==> config.mk <==
export PLATFORM = sky130hd
export DESIGN_NAME = l2vn_ctrl
export DESIGN_NICKNAME = d
export VERILOG_FILES = /design/src/rtl/core/l2vn_pkg.sv /design/src/rtl/core/l2vn_ctrl.sv
export SDC_FILE = /design/constraint.sdc
export NUM_CORES = 1
export LEC_CHECK = 0
export BUFFER_PORTS_ARGS = -buffer_cell sky130_fd_sc_hd__buf_2
export CAP_MARGIN = 20
export CORE_ASPECT_RATIO = 0.75
export CORE_MARGIN = 8
export CORE_UTILIZATION = 45
export CTS_CLUSTER_DIAMETER = 100
export DETAILED_ROUTE_END_ITERATION = 8
export PLACE_DENSITY = 0.71
export SLEW_MARGIN = 20
export SYNTH_ARGS = -nofsm -noshare
export SYNTH_HDL_FRONTEND = slang
export SYNTH_SLANG_ARGS = --single-unit
==> constraint.sdc <==
create_clock -name clk_i -period 2.3 [get_ports clk_i]
set_input_delay 0.23 -clock clk_i [delete_from_list [all_inputs] [get_ports clk_i]]
set_output_delay 0.23 -clock clk_i [all_outputs]
set_load 0.01 [all_outputs]
==> src/rtl/core/l2vn_pkg.sv <==
// shared types, constants and the seed table of the l2 vector normalizer
`timescale 1ns / 1ps
package l2vn_pkg;

  localparam int MAX_DIM      = 64;
  localparam int NEWTON_STEPS = 3;

  localparam int ELEM_W  = 16;
  localparam int SUM_W   = 37;
  localparam int E_MAX   = (SUM_W + 1) / 2;
  localparam int NORM_W  = 2 * E_MAX;
  localparam int E_W     = $clog2(E_MAX + 1);
  localparam int SH_W    = $clog2(E_MAX + 16);
  localparam int F_W     = 31;
  localparam int R_W     = 32;
  localparam int OPB_W   = R_W + 1;
  localparam int P_W     = 64;
  localparam int SCL_W   = 48;
  localparam int ADDR_W  = (MAX_DIM > 1) ? $clog2(MAX_DIM) : 1;
  localparam int CNT_W   = $clog2(MAX_DIM + 1);
  localparam int STEP_W  = (NEWTON_STEPS > 1) ? $clog2(NEWTON_STEPS) : 1;

  localparam logic [OPB_W-1:0] THREE_Q30 = OPB_W'(64'd3 << 30);
  localparam logic [ELEM_W-1:0] POS_MAX  = 16'h7fff;
  localparam logic [ELEM_W-1:0] NEG_MAX  = 16'h8000;
  localparam logic [SCL_W-1:0]  POS_LIM  = SCL_W'(32767);
  localparam logic [SCL_W-1:0]  NEG_LIM  = SCL_W'(32768);

  typedef enum logic [3:0] {
    ST_IDLE,
    ST_CHECK,
    ST_NORM,
    ST_NT_RR,
    ST_NT_FT,
    ST_NT_H,
    ST_NT_RH,
    ST_NT_UPD,
    ST_EMIT,
    ST_DRAIN
  } state_e;

  typedef enum logic [1:0] {
    MUL_RR,
    MUL_FT,
    MUL_RH,
    MUL_XR
  } mul_sel_e;

  typedef struct packed {
    logic              load;
    logic              norm_init;
    logic              norm_step;
    logic              seed_load;
    logic              mul_en;
    mul_sel_e          mul_sel;
    logic              h_cap;
    logic              r_upd;
    logic              rd_en;
    logic [ADDR_W-1:0] rd_addr;
    logic              rd_last;
    logic              clear;
  } ctrl_cmd_t;

  typedef struct packed {
    logic             zero;
    logic             norm_done;
    logic             pipe_busy;
    logic [CNT_W-1:0] count;
  } dp_status_t;

  function automatic logic [R_W-1:0] seed_r0(input logic [3:0] idx);
    logic [13:0] s;
    unique case (idx)
      4'd0:    s = 14'd8192;
      4'd1:    s = 14'd8192;
      4'd2:    s = 14'd8192;
      4'd3:    s = 14'd8192;
      4'd4:    s = 14'd7724;
      4'd5:    s = 14'd6986;
      4'd6:    s = 14'd6426;
      4'd7:    s = 14'd5983;
      4'd8:    s = 14'd5620;
      4'd9:    s = 14'd5316;
      4'd10:   s = 14'd5056;
      4'd11:   s = 14'd4831;
      4'd12:   s = 14'd4634;
      4'd13:   s = 14'd4459;
      4'd14:   s = 14'd4303;
      default: s = 14'd4162;
    endcase
    return R_W'(s) << 18;
  endfunction

endpackage

==> src/rtl/core/l2vn_ctrl.sv <==
// controller: sequences load, normalize, newton iterations and emission
`timescale 1ns / 1ps
module l2vn_ctrl (
  input  logic                 clk_i,
  input  logic                 rst_ni,
  input  logic                 start_i,
  input  logic                 final_element_i,
  input  l2vn_pkg::dp_status_t status_i,
  output l2vn_pkg::ctrl_cmd_t  cmd_o,
  output logic                 busy_o
);

  l2vn_pkg::state_e             state_q, state_d;
  logic [l2vn_pkg::STEP_W-1:0]  step_q, step_d;
  logic [l2vn_pkg::CNT_W-1:0]   idx_q, idx_d;

  always_ff @(posedge clk_i or negedge rst_ni) begin
    if (!rst_ni) begin
      state_q <= l2vn_pkg::ST_IDLE;
      step_q  <= '0;
      idx_q   <= '0;
    end else begin
      state_q <= state_d;
      step_q  <= step_d;
      idx_q   <= idx_d;
    end
  end

  always_comb begin
    state_d       = state_q;
    step_d        = step_q;
    idx_d         = idx_q;
    cmd_o         = '0;
    cmd_o.mul_sel = l2vn_pkg::MUL_XR;
    cmd_o.rd_addr = idx_q[l2vn_pkg::ADDR_W-1:0];
    unique case (state_q)
      l2vn_pkg::ST_IDLE: begin
        cmd_o.load = start_i;
        if (start_i && final_element_i) begin
          state_d = l2vn_pkg::ST_CHECK;
        end
      end
      l2vn_pkg::ST_CHECK: begin
        if (status_i.zero) begin
          state_d = l2vn_pkg::ST_EMIT;
        end else begin
          cmd_o.norm_init = 1'b1;
          state_d         = l2vn_pkg::ST_NORM;
        end
      end
      l2vn_pkg::ST_NORM: begin
        if (status_i.norm_done) begin
          cmd_o.seed_load = 1'b1;
          step_d          = '0;
          state_d         = l2vn_pkg::ST_NT_RR;
        end else begin
          cmd_o.norm_step = 1'b1;
        end
      end
      l2vn_pkg::ST_NT_RR: begin
        cmd_o.mul_en  = 1'b1;
        cmd_o.mul_sel = l2vn_pkg::MUL_RR;
        state_d       = l2vn_pkg::ST_NT_FT;
      end
      l2vn_pkg::ST_NT_FT: begin
        cmd_o.mul_en  = 1'b1;
        cmd_o.mul_sel = l2vn_pkg::MUL_FT;
        state_d       = l2vn_pkg::ST_NT_H;
      end
      l2vn_pkg::ST_NT_H: begin
        cmd_o.h_cap = 1'b1;
        state_d     = l2vn_pkg::ST_NT_RH;
      end
      l2vn_pkg::ST_NT_RH: begin
        cmd_o.mul_en  = 1'b1;
        cmd_o.mul_sel = l2vn_pkg::MUL_RH;
        state_d       = l2vn_pkg::ST_NT_UPD;
      end
      l2vn_pkg::ST_NT_UPD: begin
        cmd_o.r_upd = 1'b1;
        if (step_q == l2vn_pkg::STEP_W'(l2vn_pkg::NEWTON_STEPS - 1)) begin
          step_d  = '0;
          state_d = l2vn_pkg::ST_EMIT;
        end else begin
          step_d  = step_q + l2vn_pkg::STEP_W'(1);
          state_d = l2vn_pkg::ST_NT_RR;
        end
      end
      l2vn_pkg::ST_EMIT: begin
        cmd_o.mul_en  = 1'b1;
        cmd_o.rd_en   = 1'b1;
        cmd_o.rd_last = (idx_q == status_i.count - l2vn_pkg::CNT_W'(1));
        if (cmd_o.rd_last) begin
          idx_d   = '0;
          state_d = l2vn_pkg::ST_DRAIN;
        end else begin
          idx_d   = idx_q + l2vn_pkg::CNT_W'(1);
        end
      end
      l2vn_pkg::ST_DRAIN: begin
        cmd_o.mul_en = 1'b1;
        if (!status_i.pipe_busy) begin
          cmd_o.clear = 1'b1;
          state_d     = l2vn_pkg::ST_IDLE;
        end
      end
      default: begin
        state_d = l2vn_pkg::ST_IDLE;
      end
    endcase
  end

  assign busy_o = (state_q != l2vn_pkg::ST_IDLE);

  assert property (@(posedge clk_i) disable iff (!rst_ni)
    (state_q == l2vn_pkg::ST_NORM) |-> !status_i.zero)
    else $error("normalizing a zero sum");

  assert property (@(posedge clk_i) disable iff (!rst_ni)
    (cmd_o.rd_en && cmd_o.rd_last) |=> (state_q == l2vn_pkg::ST_DRAIN))
    else $error("emission did not end after last read");

endmodule

==> reports/qor.yml <==
dp_hpwl_um: 2190
cp_slowest_stage_delay_ns: 0.53
p_leak_nw: 0.595
ys_seq_elements: 13
crit_arrival_ns: 1.95
place.port_buffers: 32
p_comb_frac: 0.534
ys.flop_type: "dfrtp_1"
drc_errors: 0
placementRows: 15
clkPwrFrac: 0.112
cp_cell_sequence: "xnor2_1 > or4_4 > a211oi_2 > and2_1 > buf_2"
critPathSlowestCell: "or4_4"
overflow: 0
grt_pass1_wl_um: 4610
power_density_nw_per_um2: 960
io_pins: 33
grt_pass1_vias: 1006
cts-root-buf: "clkbuf_4"
p_sw_mw: 0.577
syn_to_final_growth_pct: 17.4
initial_core_util: 0.478
nets: 184
worst_pin_slew_ns: 0.476
relSlewSlack: 0.681
crit_buf_inv: 1
vias_per_cell: 5.38
design_power_total_mw: 1.24
diodes: 0
critPathTopFamily: "simple AND/OR/NAND/NOR gates"
rsz0062_at_grt: "false"
cp-end-kind: "output port"
vias: 1082
min_period_ns: 2.18
cp-start-kind: "register"
final_cell_count_no_fill: 201
coreArea_um2: 2310
whs_ns: 0.296
cts_tree: "done"
cts_setup_buffers: 0
yosysSeqAreaShare: 0.295
min_path_type: "input pin to register"
dieArea_um2: 4310
required_ns: 2.07
finalCritPeriodShare: 0.948
die_w_um: 73.2
netlist_instances: 140
ff2ff_setup_slack_ns: 0.35
syn_nets: 156
internal-power_mw: 0.665
drive_above_1_share: 0.275
drt_iter0_markers: 43
max_freq_mhz: 458
synthArstFlopShare: 1.00
grt_max_degree: 14
clkSlewWorstSetupHoldPaths_ns: 0.08
status: "completed"
clk_latency_ns: 0.27
grt_use_total: 0.131
switching_share: 0.465
drtPass1Iterations: 4
syn-mean-instance-area_um2: 7.87
synth_edf_count: 0
die_h_um: 58.9
ant_nets: 0
clock-sinks: 13
synth_cell_types: 39
clk_path_buf_depth: 2
vdd_ir_drop_max_uv: 509
synth_area_um2: 1100
numCtsBuffers: 3
critPathMaxFanout: 7
synth_warnings: 0
fill_cells: 225
wl_per_cell_um: 13.6
skew_ns: 0.00110
hold_violations: 0
cts_htree_levels: 1
globalplace.congestion: 0.811
place_inst: 196
setup_tns_ns: 0
wl_um: 2730
power_frac_seq: 0.354
crit_type: "register to output port"
drv_slew: 0
antenna_found_initial: 0
setup_viol: 0
drv_cap: 0
## cells in the mapped netlist, types with 2 or more instances
master | n | area share
xor2_1 | 6 | 0.048
o211ai_1 | 3 | 0.020
clkbuf_1 | 5 | 0.017
o31ai_1 | 2 | 0.014
or2_2 | 2 | 0.011
a31oi_1 | 2 | 0.011
o21ai_0 | 8 | 0.036
dfrtp_1 | 13 | 0.30
and3_1 | 4 | 0.023
nor3_1 | 8 | 0.036
and3_2 | 2 | 0.014
nor2_1 | 14 | 0.048
nand2b_1 | 5 | 0.028
xnor2_1 | 5 | 0.040
a21oi_1 | 2 | 0.0091
a22o_1 | 2 | 0.016
nand3_1 | 7 | 0.032
buf_4 | 6 | 0.041
inv_1 | 6 | 0.020
nand2_1 | 12 | 0.041
o22ai_1 | 2 | 0.011
nor4_1 | 2 | 0.011
nor2b_1 | 4 | 0.023
nand4_1 | 2 | 0.011
ha_1 | 2 | 0.023
## what timing repair did
item	4_1_cts	5_1_grt
resized for setup	0	2
endpoints found under the setup margin	0	1
endpoints found under the hold margin	13	0
hold buffers	1	0
## routing by layer
| layer | routed length [um] | vias to the layer above | GRT usage | part of all wire |
|---|---|---|---|---|
| li1 | - | 552 | - | - |
| met1 | 1270 | 511 | 0.167 | 0.46 |
| met3 | 119 | 0 | 0.0407 | 0.044 |
| met2 | 1340 | 19 | 0.212 | 0.49 |
| met4 | 0 | 0 | 0.0256 | 0 |
| met5 | 0 | - | 0 | 0 |
## power groups by stage
stage	combinational, mW	sequential, mW	clock [mW]
global route	0.754	0.463	0.157
global placement	0.644	0.435	0
detailed placement	0.669	0.445	0
floorplan	0.562	0.354	0
CTS	0.674	0.440	0.146
finish	0.664	0.440	0.139
## metrics by stage
| stage | setup slack [ns] | cell area, um2 | utilization |
|---|---|---|---|
| 2_1_floorplan | 0.525 | 1100 | - |
| 3_3_place_gp | 0.304 | 1250 | 0.542 |
| 3_5_place_dp | 0.270 | 1250 | 0.542 |
| 4_1_cts | 0.00468 | 1290 | 0.558 |
| 5_1_grt | 0.0254 | 1290 | 0.560 |
| 6_report | 0.119 | 1290 | 0.560 |
## state kept, by name, summed over array words and instances (netlist names)
register,cells
step_q,2
idx_q,7
state_q,4
## placed cells by master, fill, tap and decap left out, types with 2 or more instances in the layout
master	n
buf_2	32
nor2_1	14
nand2_1	12
dfrtp_1	12
nor3_1	8
o21ai_0	8
nand3_1	7
inv_1	6
xor2_1	6
nand2b_1	5
xnor2_1	5
nor2b_1	4
and3_1	4
o211ai_1	3
clkbuf_4	3
nor4_1	2
a21oi_1	2
or2_2	2
o22ai_1	2
a31oi_1	2
o31ai_1	2
nand4_1	2
a22o_1	2
and3_2	2
ha_1	2
buf_4	2
## path summary, 6_finish.rpt
check / start / to / cells past startpoint
max: idx_q[4] / cmd_o[1] / 5
min: status_i[7] / state_q[3] / 3
max reg2reg: idx_q[4] / idx_q[5] / 4
min reg2reg: step_q[1] / step_q[1] / 1
max in group asynchronous: rst_ni / idx_q[4] / 2
min in group asynchronous: rst_ni / idx_q[0] / 2
## worst reg2reg max path: stages (launching register included)
cell and delay, ns:
dfrtp_2 0.45, xnor2_1 0.16, or4_4 0.53, a2111oi_4 0.55, nor3_1 0.12
## kinds of logic after synthesis
| logic type | count (synthesis) | synth area share |
|---|---|---|
| simple gates | 68 | 0.323 |
| compound gates | 28 | 0.188 |
| buf+inv | 18 | 0.0829 |
| flops | 13 | 0.295 |
| xor+xnor | 11 | 0.0874 |
| fa+ha+maj | 2 | 0.0227 |
## area by class of cell
type,count,area [um2],share of cell area
clock buffer,4,26.3,0.0203
tap,34,42.5,0.0329
multi-input combinational,109,691,0.534
inverter,6,22.5,0.0174
sequential,13,327,0.252
timing repair buffer,35,185,0.143
Power figures use the tool's default switching activity.
