## config.mk

```make
export PLATFORM = sky130hd
export DESIGN_NAME = l2vn_dp
export DESIGN_NICKNAME = d
export VERILOG_FILES = /design/src/rtl/core/l2vn_pkg.sv /design/src/rtl/core/l2vn_ram.sv /design/src/rtl/core/l2vn_dp.sv
export SDC_FILE = /design/constraint.sdc
export NUM_CORES = 2
export LEC_CHECK = 0
export BUFFER_PORTS_ARGS = -buffer_cell sky130_fd_sc_hd__buf_4
export CAP_MARGIN = 20
export CORE_AREA = 2 2 585 587
export DETAILED_ROUTE_END_ITERATION = 8
export DIE_AREA = 0 0 587 589
export SYNTH_ARGS = -nofsm -noshare
export SYNTH_HDL_FRONTEND = slang
export SYNTH_HIERARCHICAL = 1
export SYNTH_SLANG_ARGS = --single-unit
```

## constraint.sdc

```tcl
create_clock -name clk_i -period 10 [get_ports clk_i]
set_input_delay 1 -clock clk_i [delete_from_list [all_inputs] [get_ports clk_i]]
set_output_delay 1 -clock clk_i [all_outputs]
set_load 0.02 [all_outputs]
```

## src/rtl/core/l2vn_pkg.sv

```systemverilog
// shared types, constants and the seed table of the l2 vector normalizer
`timescale 1ns / 1ps
package l2vn_pkg;

  localparam int MAX_DIM      = 64;
  localparam int NEWTON_STEPS = 3;

  localparam int ELEM_W  = 16;
  localparam int SUM_W   = 37;
  localparam int E_MAX   = (SUM_W + 1) / 2;
  localparam int NORM_W  = 2 * E_MAX;
  localparam int E_W     = $clog2(E_MAX + 1);
  localparam int SH_W    = $clog2(E_MAX + 16);
  localparam int F_W     = 31;
  localparam int R_W     = 32;
  localparam int OPB_W   = R_W + 1;
  localparam int P_W     = 64;
  localparam int SCL_W   = 48;
  localparam int ADDR_W  = (MAX_DIM > 1) ? $clog2(MAX_DIM) : 1;
  localparam int CNT_W   = $clog2(MAX_DIM + 1);
  localparam int STEP_W  = (NEWTON_STEPS > 1) ? $clog2(NEWTON_STEPS) : 1;

  localparam logic [OPB_W-1:0] THREE_Q30 = OPB_W'(64'd3 << 30);
  localparam logic [ELEM_W-1:0] POS_MAX  = 16'h7fff;
  localparam logic [ELEM_W-1:0] NEG_MAX  = 16'h8000;
  localparam logic [SCL_W-1:0]  POS_LIM  = SCL_W'(32767);
  localparam logic [SCL_W-1:0]  NEG_LIM  = SCL_W'(32768);

  typedef enum logic [3:0] {
    ST_IDLE,
    ST_CHECK,
    ST_NORM,
    ST_NT_RR,
    ST_NT_FT,
    ST_NT_H,
    ST_NT_RH,
    ST_NT_UPD,
    ST_EMIT,
    ST_DRAIN
  } state_e;

  typedef enum logic [1:0] {
    MUL_RR,
    MUL_FT,
    MUL_RH,
    MUL_XR
  } mul_sel_e;

  typedef struct packed {
    logic              load;
    logic              norm_init;
    logic              norm_step;
    logic              seed_load;
    logic              mul_en;
    mul_sel_e          mul_sel;
    logic              h_cap;
    logic              r_upd;
    logic              rd_en;
    logic [ADDR_W-1:0] rd_addr;
    logic              rd_last;
    logic              clear;
  } ctrl_cmd_t;

  typedef struct packed {
    logic             zero;
    logic             norm_done;
    logic             pipe_busy;
    logic [CNT_W-1:0] count;
  } dp_status_t;

  function automatic logic [R_W-1:0] seed_r0(input logic [3:0] idx);
    logic [13:0] s;
    unique case (idx)
      4'd0:    s = 14'd8192;
      4'd1:    s = 14'd8192;
      4'd2:    s = 14'd8192;
      4'd3:    s = 14'd8192;
      4'd4:    s = 14'd7724;
      4'd5:    s = 14'd6986;
      4'd6:    s = 14'd6426;
      4'd7:    s = 14'd5983;
      4'd8:    s = 14'd5620;
      4'd9:    s = 14'd5316;
      4'd10:   s = 14'd5056;
      4'd11:   s = 14'd4831;
      4'd12:   s = 14'd4634;
      4'd13:   s = 14'd4459;
      4'd14:   s = 14'd4303;
      default: s = 14'd4162;
    endcase
    return R_W'(s) << 18;
  endfunction

endpackage

```

## src/rtl/core/l2vn_ram.sv

```systemverilog
// generic single-write, single-read ram with registered read data
`timescale 1ns / 1ps
module l2vn_ram #(
  parameter int WIDTH = 16,
  parameter int DEPTH = 64
) (
  input  logic                                    clk_i,
  input  logic                                    we_i,
  input  logic [((DEPTH > 1) ? $clog2(DEPTH) : 1)-1:0] waddr_i,
  input  logic [WIDTH-1:0]                        wdata_i,
  input  logic                                    re_i,
  input  logic [((DEPTH > 1) ? $clog2(DEPTH) : 1)-1:0] raddr_i,
  output logic [WIDTH-1:0]                        rdata_o
);

  logic [WIDTH-1:0] mem_q [DEPTH];
  logic [WIDTH-1:0] rdata_q;

  always_ff @(posedge clk_i) begin
    if (we_i) begin
      mem_q[waddr_i] <= wdata_i;
    end
    if (re_i) begin
      rdata_q <= mem_q[raddr_i];
    end
  end

  assign rdata_o = rdata_q;

endmodule

```

## src/rtl/core/l2vn_dp.sv

```systemverilog
// datapath: element buffer, sum of squares, normalizer, newton unit and scaling pipeline
`timescale 1ns / 1ps
module l2vn_dp (
  input  logic                             clk_i,
  input  logic                             rst_ni,
  input  l2vn_pkg::ctrl_cmd_t              cmd_i,
  input  logic signed [l2vn_pkg::ELEM_W-1:0] element_i,
  output l2vn_pkg::dp_status_t             status_o,
  output logic signed [l2vn_pkg::ELEM_W-1:0] unit_element_o,
  output logic                             final_result_o,
  output logic                             overlength_o,
  output logic                             result_valid_o
);

  logic [l2vn_pkg::CNT_W-1:0]  count_q;
  logic [l2vn_pkg::SUM_W-1:0]  sum_q, sum_d;
  logic                        drop_q;
  logic                        full;
  logic signed [31:0]          sq_s;

  logic [l2vn_pkg::NORM_W-1:0] w_q;
  logic [l2vn_pkg::E_W-1:0]    e_q;
  logic [l2vn_pkg::F_W-1:0]    f_val;

  logic [l2vn_pkg::R_W-1:0]    r_q;
  logic [l2vn_pkg::R_W-1:0]    h_q, h_d;
  logic [l2vn_pkg::OPB_W-1:0]  t_val;
  logic [l2vn_pkg::P_W-1:0]    p_q;
  logic [l2vn_pkg::R_W-1:0]    op_a;
  logic [l2vn_pkg::OPB_W-1:0]  op_b;
  logic [64:0]                 prod;

  logic [l2vn_pkg::ELEM_W-1:0] rdata;
  logic [l2vn_pkg::ELEM_W-1:0] mag;
  logic                        s1_valid_q, s1_last_q;
  logic                        s2_valid_q, s2_last_q, s2_neg_q;

  logic [l2vn_pkg::SH_W-1:0]   sh;
  logic [l2vn_pkg::SCL_W-1:0]  rnd, scl_sum, q_val;
  logic [l2vn_pkg::ELEM_W-1:0] sat_d;

  logic [l2vn_pkg::ELEM_W-1:0] unit_q;
  logic                        last_q, over_q, out_valid_q;

  // accumulation
  assign full  = (count_q == l2vn_pkg::CNT_W'(l2vn_pkg::MAX_DIM));
  assign sq_s  = element_i * element_i;
  assign sum_d = sum_q + l2vn_pkg::SUM_W'(unsigned'(sq_s));

  always_ff @(posedge clk_i or negedge rst_ni) begin
    if (!rst_ni) begin
      count_q <= '0;
      sum_q   <= '0;
      drop_q  <= 1'b0;
    end else if (cmd_i.clear) begin
      count_q <= '0;
      sum_q   <= '0;
      drop_q  <= 1'b0;
    end else if (cmd_i.load) begin
      if (!full) begin
        count_q <= count_q + l2vn_pkg::CNT_W'(1);
        sum_q   <= sum_d;
      end else begin
        drop_q  <= 1'b1;
      end
    end
  end

  l2vn_ram #(
    .WIDTH (l2vn_pkg::ELEM_W),
    .DEPTH (l2vn_pkg::MAX_DIM)
  ) u_buf (
    .clk_i   (clk_i),
    .we_i    (cmd_i.load && !full),
    .waddr_i (count_q[l2vn_pkg::ADDR_W-1:0]),
    .wdata_i (element_i),
    .re_i    (cmd_i.rd_en),
    .raddr_i (cmd_i.rd_addr),
    .rdata_o (rdata)
  );

  // normalize sum into [0.25, 1), two bits per cycle
  always_ff @(posedge clk_i) begin
    if (cmd_i.norm_init) begin
      w_q <= l2vn_pkg::NORM_W'(sum_q);
      e_q <= l2vn_pkg::E_W'(l2vn_pkg::E_MAX);
    end else if (cmd_i.norm_step) begin
      w_q <= w_q << 2;
      e_q <= e_q - l2vn_pkg::E_W'(1);
    end
  end

  assign f_val = w_q[l2vn_pkg::NORM_W-1 -: l2vn_pkg::F_W];

  // shared multiplier
  always_comb begin
    unique case (cmd_i.mul_sel)
      l2vn_pkg::MUL_RR: begin
        op_a = r_q;
        op_b = {1'b0, r_q};
      end
      l2vn_pkg::MUL_FT: begin
        op_a = {1'b0, f_val};
        op_b = p_q[62:30];
      end
      l2vn_pkg::MUL_RH: begin
        op_a = r_q;
        op_b = {1'b0, h_q};
      end
      default: begin
        op_a = l2vn_pkg::R_W'(mag);
        op_b = {1'b0, r_q};
      end
    endcase
  end

  assign prod  = op_a * op_b;
  assign t_val = p_q[63:31];
  assign h_d   = (t_val >= l2vn_pkg::THREE_Q30) ? '0
                 : l2vn_pkg::R_W'(l2vn_pkg::THREE_Q30 - t_val);

  always_ff @(posedge clk_i) begin
    if (cmd_i.mul_en) begin
      p_q <= prod[l2vn_pkg::P_W-1:0];
    end
    if (cmd_i.h_cap) begin
      h_q <= h_d;
    end
    if (cmd_i.seed_load) begin
      r_q <= l2vn_pkg::seed_r0(f_val[l2vn_pkg::F_W-1 -: 4]);
    end else if (cmd_i.r_upd) begin
      r_q <= p_q[62:31];
    end
  end

  // scaling pipeline
  assign mag = rdata[l2vn_pkg::ELEM_W-1] ? (l2vn_pkg::ELEM_W'(0) - rdata) : rdata;

  assign sh      = l2vn_pkg::SH_W'(e_q) + l2vn_pkg::SH_W'(15);
  assign rnd     = l2vn_pkg::SCL_W'(1) << (sh - l2vn_pkg::SH_W'(1));
  assign scl_sum = p_q[l2vn_pkg::SCL_W-1:0] + rnd;
  assign q_val   = scl_sum >> sh;

  always_comb begin
    if (status_o.zero) begin
      sat_d = '0;
    end else if (s2_neg_q) begin
      sat_d = (q_val > l2vn_pkg::NEG_LIM) ? l2vn_pkg::NEG_MAX
              : (l2vn_pkg::ELEM_W'(0) - q_val[l2vn_pkg::ELEM_W-1:0]);
    end else begin
      sat_d = (q_val > l2vn_pkg::POS_LIM) ? l2vn_pkg::POS_MAX
              : q_val[l2vn_pkg::ELEM_W-1:0];
    end
  end

  always_ff @(posedge clk_i or negedge rst_ni) begin
    if (!rst_ni) begin
      s1_valid_q  <= 1'b0;
      s2_valid_q  <= 1'b0;
      out_valid_q <= 1'b0;
    end else begin
      s1_valid_q  <= cmd_i.rd_en;
      s2_valid_q  <= s1_valid_q;
      out_valid_q <= s2_valid_q;
    end
  end

  always_ff @(posedge clk_i) begin
    s1_last_q <= cmd_i.rd_last;
    s2_last_q <= s1_last_q;
    s2_neg_q  <= rdata[l2vn_pkg::ELEM_W-1];
    if (s2_valid_q) begin
      unit_q <= sat_d;
      last_q <= s2_last_q;
      over_q <= drop_q;
    end
  end

  assign status_o.zero      = (sum_q == '0);
  assign status_o.norm_done = |w_q[l2vn_pkg::NORM_W-1 -: 2];
  assign status_o.pipe_busy = s1_valid_q | s2_valid_q;
  assign status_o.count     = count_q;

  assign unit_element_o = signed'(unit_q);
  assign final_result_o = last_q;
  assign overlength_o   = over_q;
  assign result_valid_o = out_valid_q;

  assert property (@(posedge clk_i) disable iff (!rst_ni)
    cmd_i.clear |-> !s1_valid_q && !s2_valid_q)
    else $error("state cleared while results still in flight");

  assert property (@(posedge clk_i) disable iff (!rst_ni)
    (full && cmd_i.load && !cmd_i.clear) |=> drop_q)
    else $error("element on full buffer not flagged");

endmodule

```

==> impl_metrics.json <==
{
  "status": "finished clean",
  "synth_top_family_by_area": "adder cells",
  "dr.pass1.iters": 6,
  "hold-worst-slack_ps": 314.3,
  "cts_root_buf": "clkbuf_16",
  "clock_skew_ps": 83.38,
  "yosys.area.top_type": "edfxtp_1",
  "powerDensity_nw_per_um2": 348.5,
  "ys_types": 115,
  "cts_inserted_buffers": 143,
  "cp_max_fo": 4,
  "end_kind": "flop",
  "ys_warn_count": 6,
  "grt_pass1_vias": 70620,
  "rsz0062_at_grt": "yes",
  "die_area_um2": 345700,
  "grt_max_degree": 110,
  "max-cap-violations": 0,
  "clock.fmax_ghz": 0.1013,
  "routedWlPerCell_um": 21.13,
  "slowest_stage": "fa_1",
  "syn_nets": 10490,
  "ant_nets": 0,
  "slowest_delay_ps": 600,
  "chipWidth_um": 587,
  "max_slew_margin_pct": 24.43,
  "critPathTopFamily": "adder cells",
  "synth_edf_count": 1205,
  "grt-ovfl-total": 0,
  "slew_violations": 0,
  "row_count": 214,
  "leakage_nw": 47.29,
  "synth-simple-area-share_pct": 11.20,
  "synth-async-reset-ratio_pct": 3.750,
  "core-area_um2": 339000,
  "syn-cell-area_um2": 101400,
  "cts_tree": "built",
  "start_util_pct": 29.90,
  "die_h_um": 589,
  "worstPathRequired_ps": 10490,
  "synth-seq-cells": 1280,
  "gp_routability_congestion": 0.9456,
  "hold_viol": 0,
  "area_delta_synth_final_pct": 15.03,
  "crit_top_cell": "fa_1",
  "setup_viol": 0,
  "synth-xor-area-share_pct": 1.702,
  "grt_first_pass_wirelength_mm": 448.8,
  "postSynthCellCount": 8846,
  "tightest_slew_ps": 1128,
  "cp.arrival_ps": 10370,
  "path_buf_inv": 8,
  "synth_fa_ha_area_share_pct": 28.44,
  "track_usage_pct": 16.90,
  "critPathKind": "flop to flop",
  "port-buffer-count": 64,
  "nets": 10970,
  "yosys-mux-area-fraction_pct": 7.341,
  "netlist_top_cells_area": "edfxtp_1, fa_1, ha_1",
  "peakVddDrop_uv": 657.0,
  "insertion_delay_ps": 790,
  "htree_levels": 4,
  "netlist.area_leader.share_pct": 35.70,
  "fin_crit_ps": 9873,
  "drc": 0,
  "antenna_found_initial": 17,
  "drtIter0Drc": 5977,
  "num_vias": 68940,
  "synthFlopType": "edfxtp_1",
  "start_kind": "flop",
  "timing.reg2reg.setup_slack_ps": 130,
  "routed_wl_mm": 295.2,
  "timing.final.ws_setup_ps": 126.7,
  "ios": 65,
  "clockBufferDepth": 4,
  "hpwl_mm": 226.9,
  "hp-class": "input pin to asynchronous set/reset pin",
  "synth_compound_area_share_pct": 6.988,
  "drive_above_1_share_pct": 15.86,
  "post-route-period-util_pct": 98.73,
  "via_per_inst": 4.935,
  "cts.sinks": 1280,
  "yosysSeqAreaShare_pct": 37.42,
  "clkTransAtPathRegs_ps": 60,
  "fin_cells": 13970,
  "synth_area_per_cell_um2": 11.46,
  "pre_cts_ws_ps": -826.1,
  "placed_cells": 13710
}
## area by class of cell
type                    instances  area [um^2]
fillers                     33770       222400
diodes                          6        15.01
flip-flops and latches       1280        37930
repair buffers                791         6743
inverters                    1309         4913
clock inverters                61        504.2
multi-input cells            5808        57040
clock buffers                 178         3771
well taps                    4536         5675
## cell usage after synthesis (14+ instances only)
cell type / instances
a221oi_1: 39
ha_1: 437
nand3_1: 101
buf_2: 58
o211ai_1: 30
buf_4: 15
nand2_1: 990
a22oi_1: 99
inv_1: 1305
nor2b_1: 59
a211oi_1: 42
clkbuf_1: 302
and4_1: 17
o21bai_1: 20
dfxtp_1: 27
and3_1: 44
o21ai_1: 31
mux2_2: 76
nor2_1: 841
nor4_1: 31
o31ai_1: 18
o21ai_0: 138
mux2i_1: 142
buf_1: 41
a21o_1: 71
o21a_1: 55
fa_1: 1167
mux4_2: 224
edfxtp_1: 1205
nand4_1: 67
buf_6: 20
a21oi_1: 226
xor2_1: 69
dfrtp_1: 48
o2111ai_1: 14
or2_2: 33
a31oi_1: 31
xnor2_1: 128
nor3_1: 114
or3_1: 28
nand2b_1: 45
a211o_1: 18
and2_1: 116
## kinds of logic after synthesis
logic type / after synthesis
AOI/OAI and AO/OA: 1012
and+or+nand+nor: 2548
DFF: 1280
adders and majority gates: 1604
xor gates and xnor gates: 197
buffers and inverters: 1758
muxes: 447
## metal layers
layer | up-vias | wire length (um) | GRT usage, %
li1 | 30850 | - | -
met1 | 35230 | 128300 | 23.40
met2 | 2407 | 137200 | 27.43
met3 | 445 | 21200 | 2.808
met4 | 10 | 8329 | 4.415
met5 | - | 58 | 0
## through the flow
step | power [mW] | instance area [um^2] | util [%] | setup TNS [ps]
after floorplan | 24.97 | 101400 | - | 0
after global placement | 34.77 | 111700 | 32.96 | -8907
after detailed placement | 34.85 | 111700 | 32.96 | -8284
after CTS | 40.35 | 116300 | 34.30 | -61.55
after global routing | 44.13 | 116600 | 34.39 | -1035
final | 40.63 | 116600 | 34.39 | 0
## sequential cells by signal, summed over array words and instances (netlist names)
register	flops
u_buf/mem_q	1024
p_q	64
w_q	38
sum_q	37
h_q	32
r_q	32
u_buf/rdata_o	16
unit_element_o	16
count_q	7
e_q	5
drop_q	1
final_result_o	1
overlength_o	1
result_valid_o	1
s1_last_q	1
s1_valid_q	1
s2_last_q	1
s2_neg_q	1
s2_valid_q	1
## power breakdown
| group | switching, mW | internal [mW] |
|---|---|---|
| Sequential | 0.321 | 6.63 |
| Clock | 2.10 | 2.85 |
| Combinational | 16.1 | 12.6 |
| Total | 18.6 | 22.1 |
## worst paths after layout
| path | start | endpoint | depth (start not counted) |
|---|---|---|---|
| setup reg to reg | u_buf/rdata_o[6] | p_q[58] | 36 |
| min in group clk_i | s1_last_q | s2_last_q | 0 |
| hold reg to reg | s1_last_q | s2_last_q | 0 |
| setup / recovery | u_buf/rdata_o[6] | p_q[58] | 36 |
| max in group asynchronous | rst_ni | sum_q[10] | 1 |
| hold / removal | rst_ni | sum_q[34] | 1 |
## timing repair
item | CTS | global route
gates resized for setup | 38 | 57
pin swaps | 21 | 43
endpoints found under the setup margin | 15 | 12
hold buffers | 0 | 0
buffers inserted | 8 | 8
## layout by cell type, fill, tap and decap left out, types with 100 or more instances in the layout
| master | instances |
|---|---|
| inv_1 | 1303 |
| and2_1 | 114 |
| clkbuf_16 | 144 |
| mux4_2 | 224 |
| edfxtp_1 | 1205 |
| nor2_1 | 815 |
| o21ai_0 | 115 |
| ha_1 | 428 |
| buf_4 | 721 |
| fa_1 | 1161 |
| a21oi_1 | 215 |
| nand3_1 | 100 |
| mux2i_1 | 138 |
| nor3_1 | 110 |
| xnor2_1 | 128 |
| nand2_1 | 988 |
Note: power is estimated with default switching activity, not from simulation.
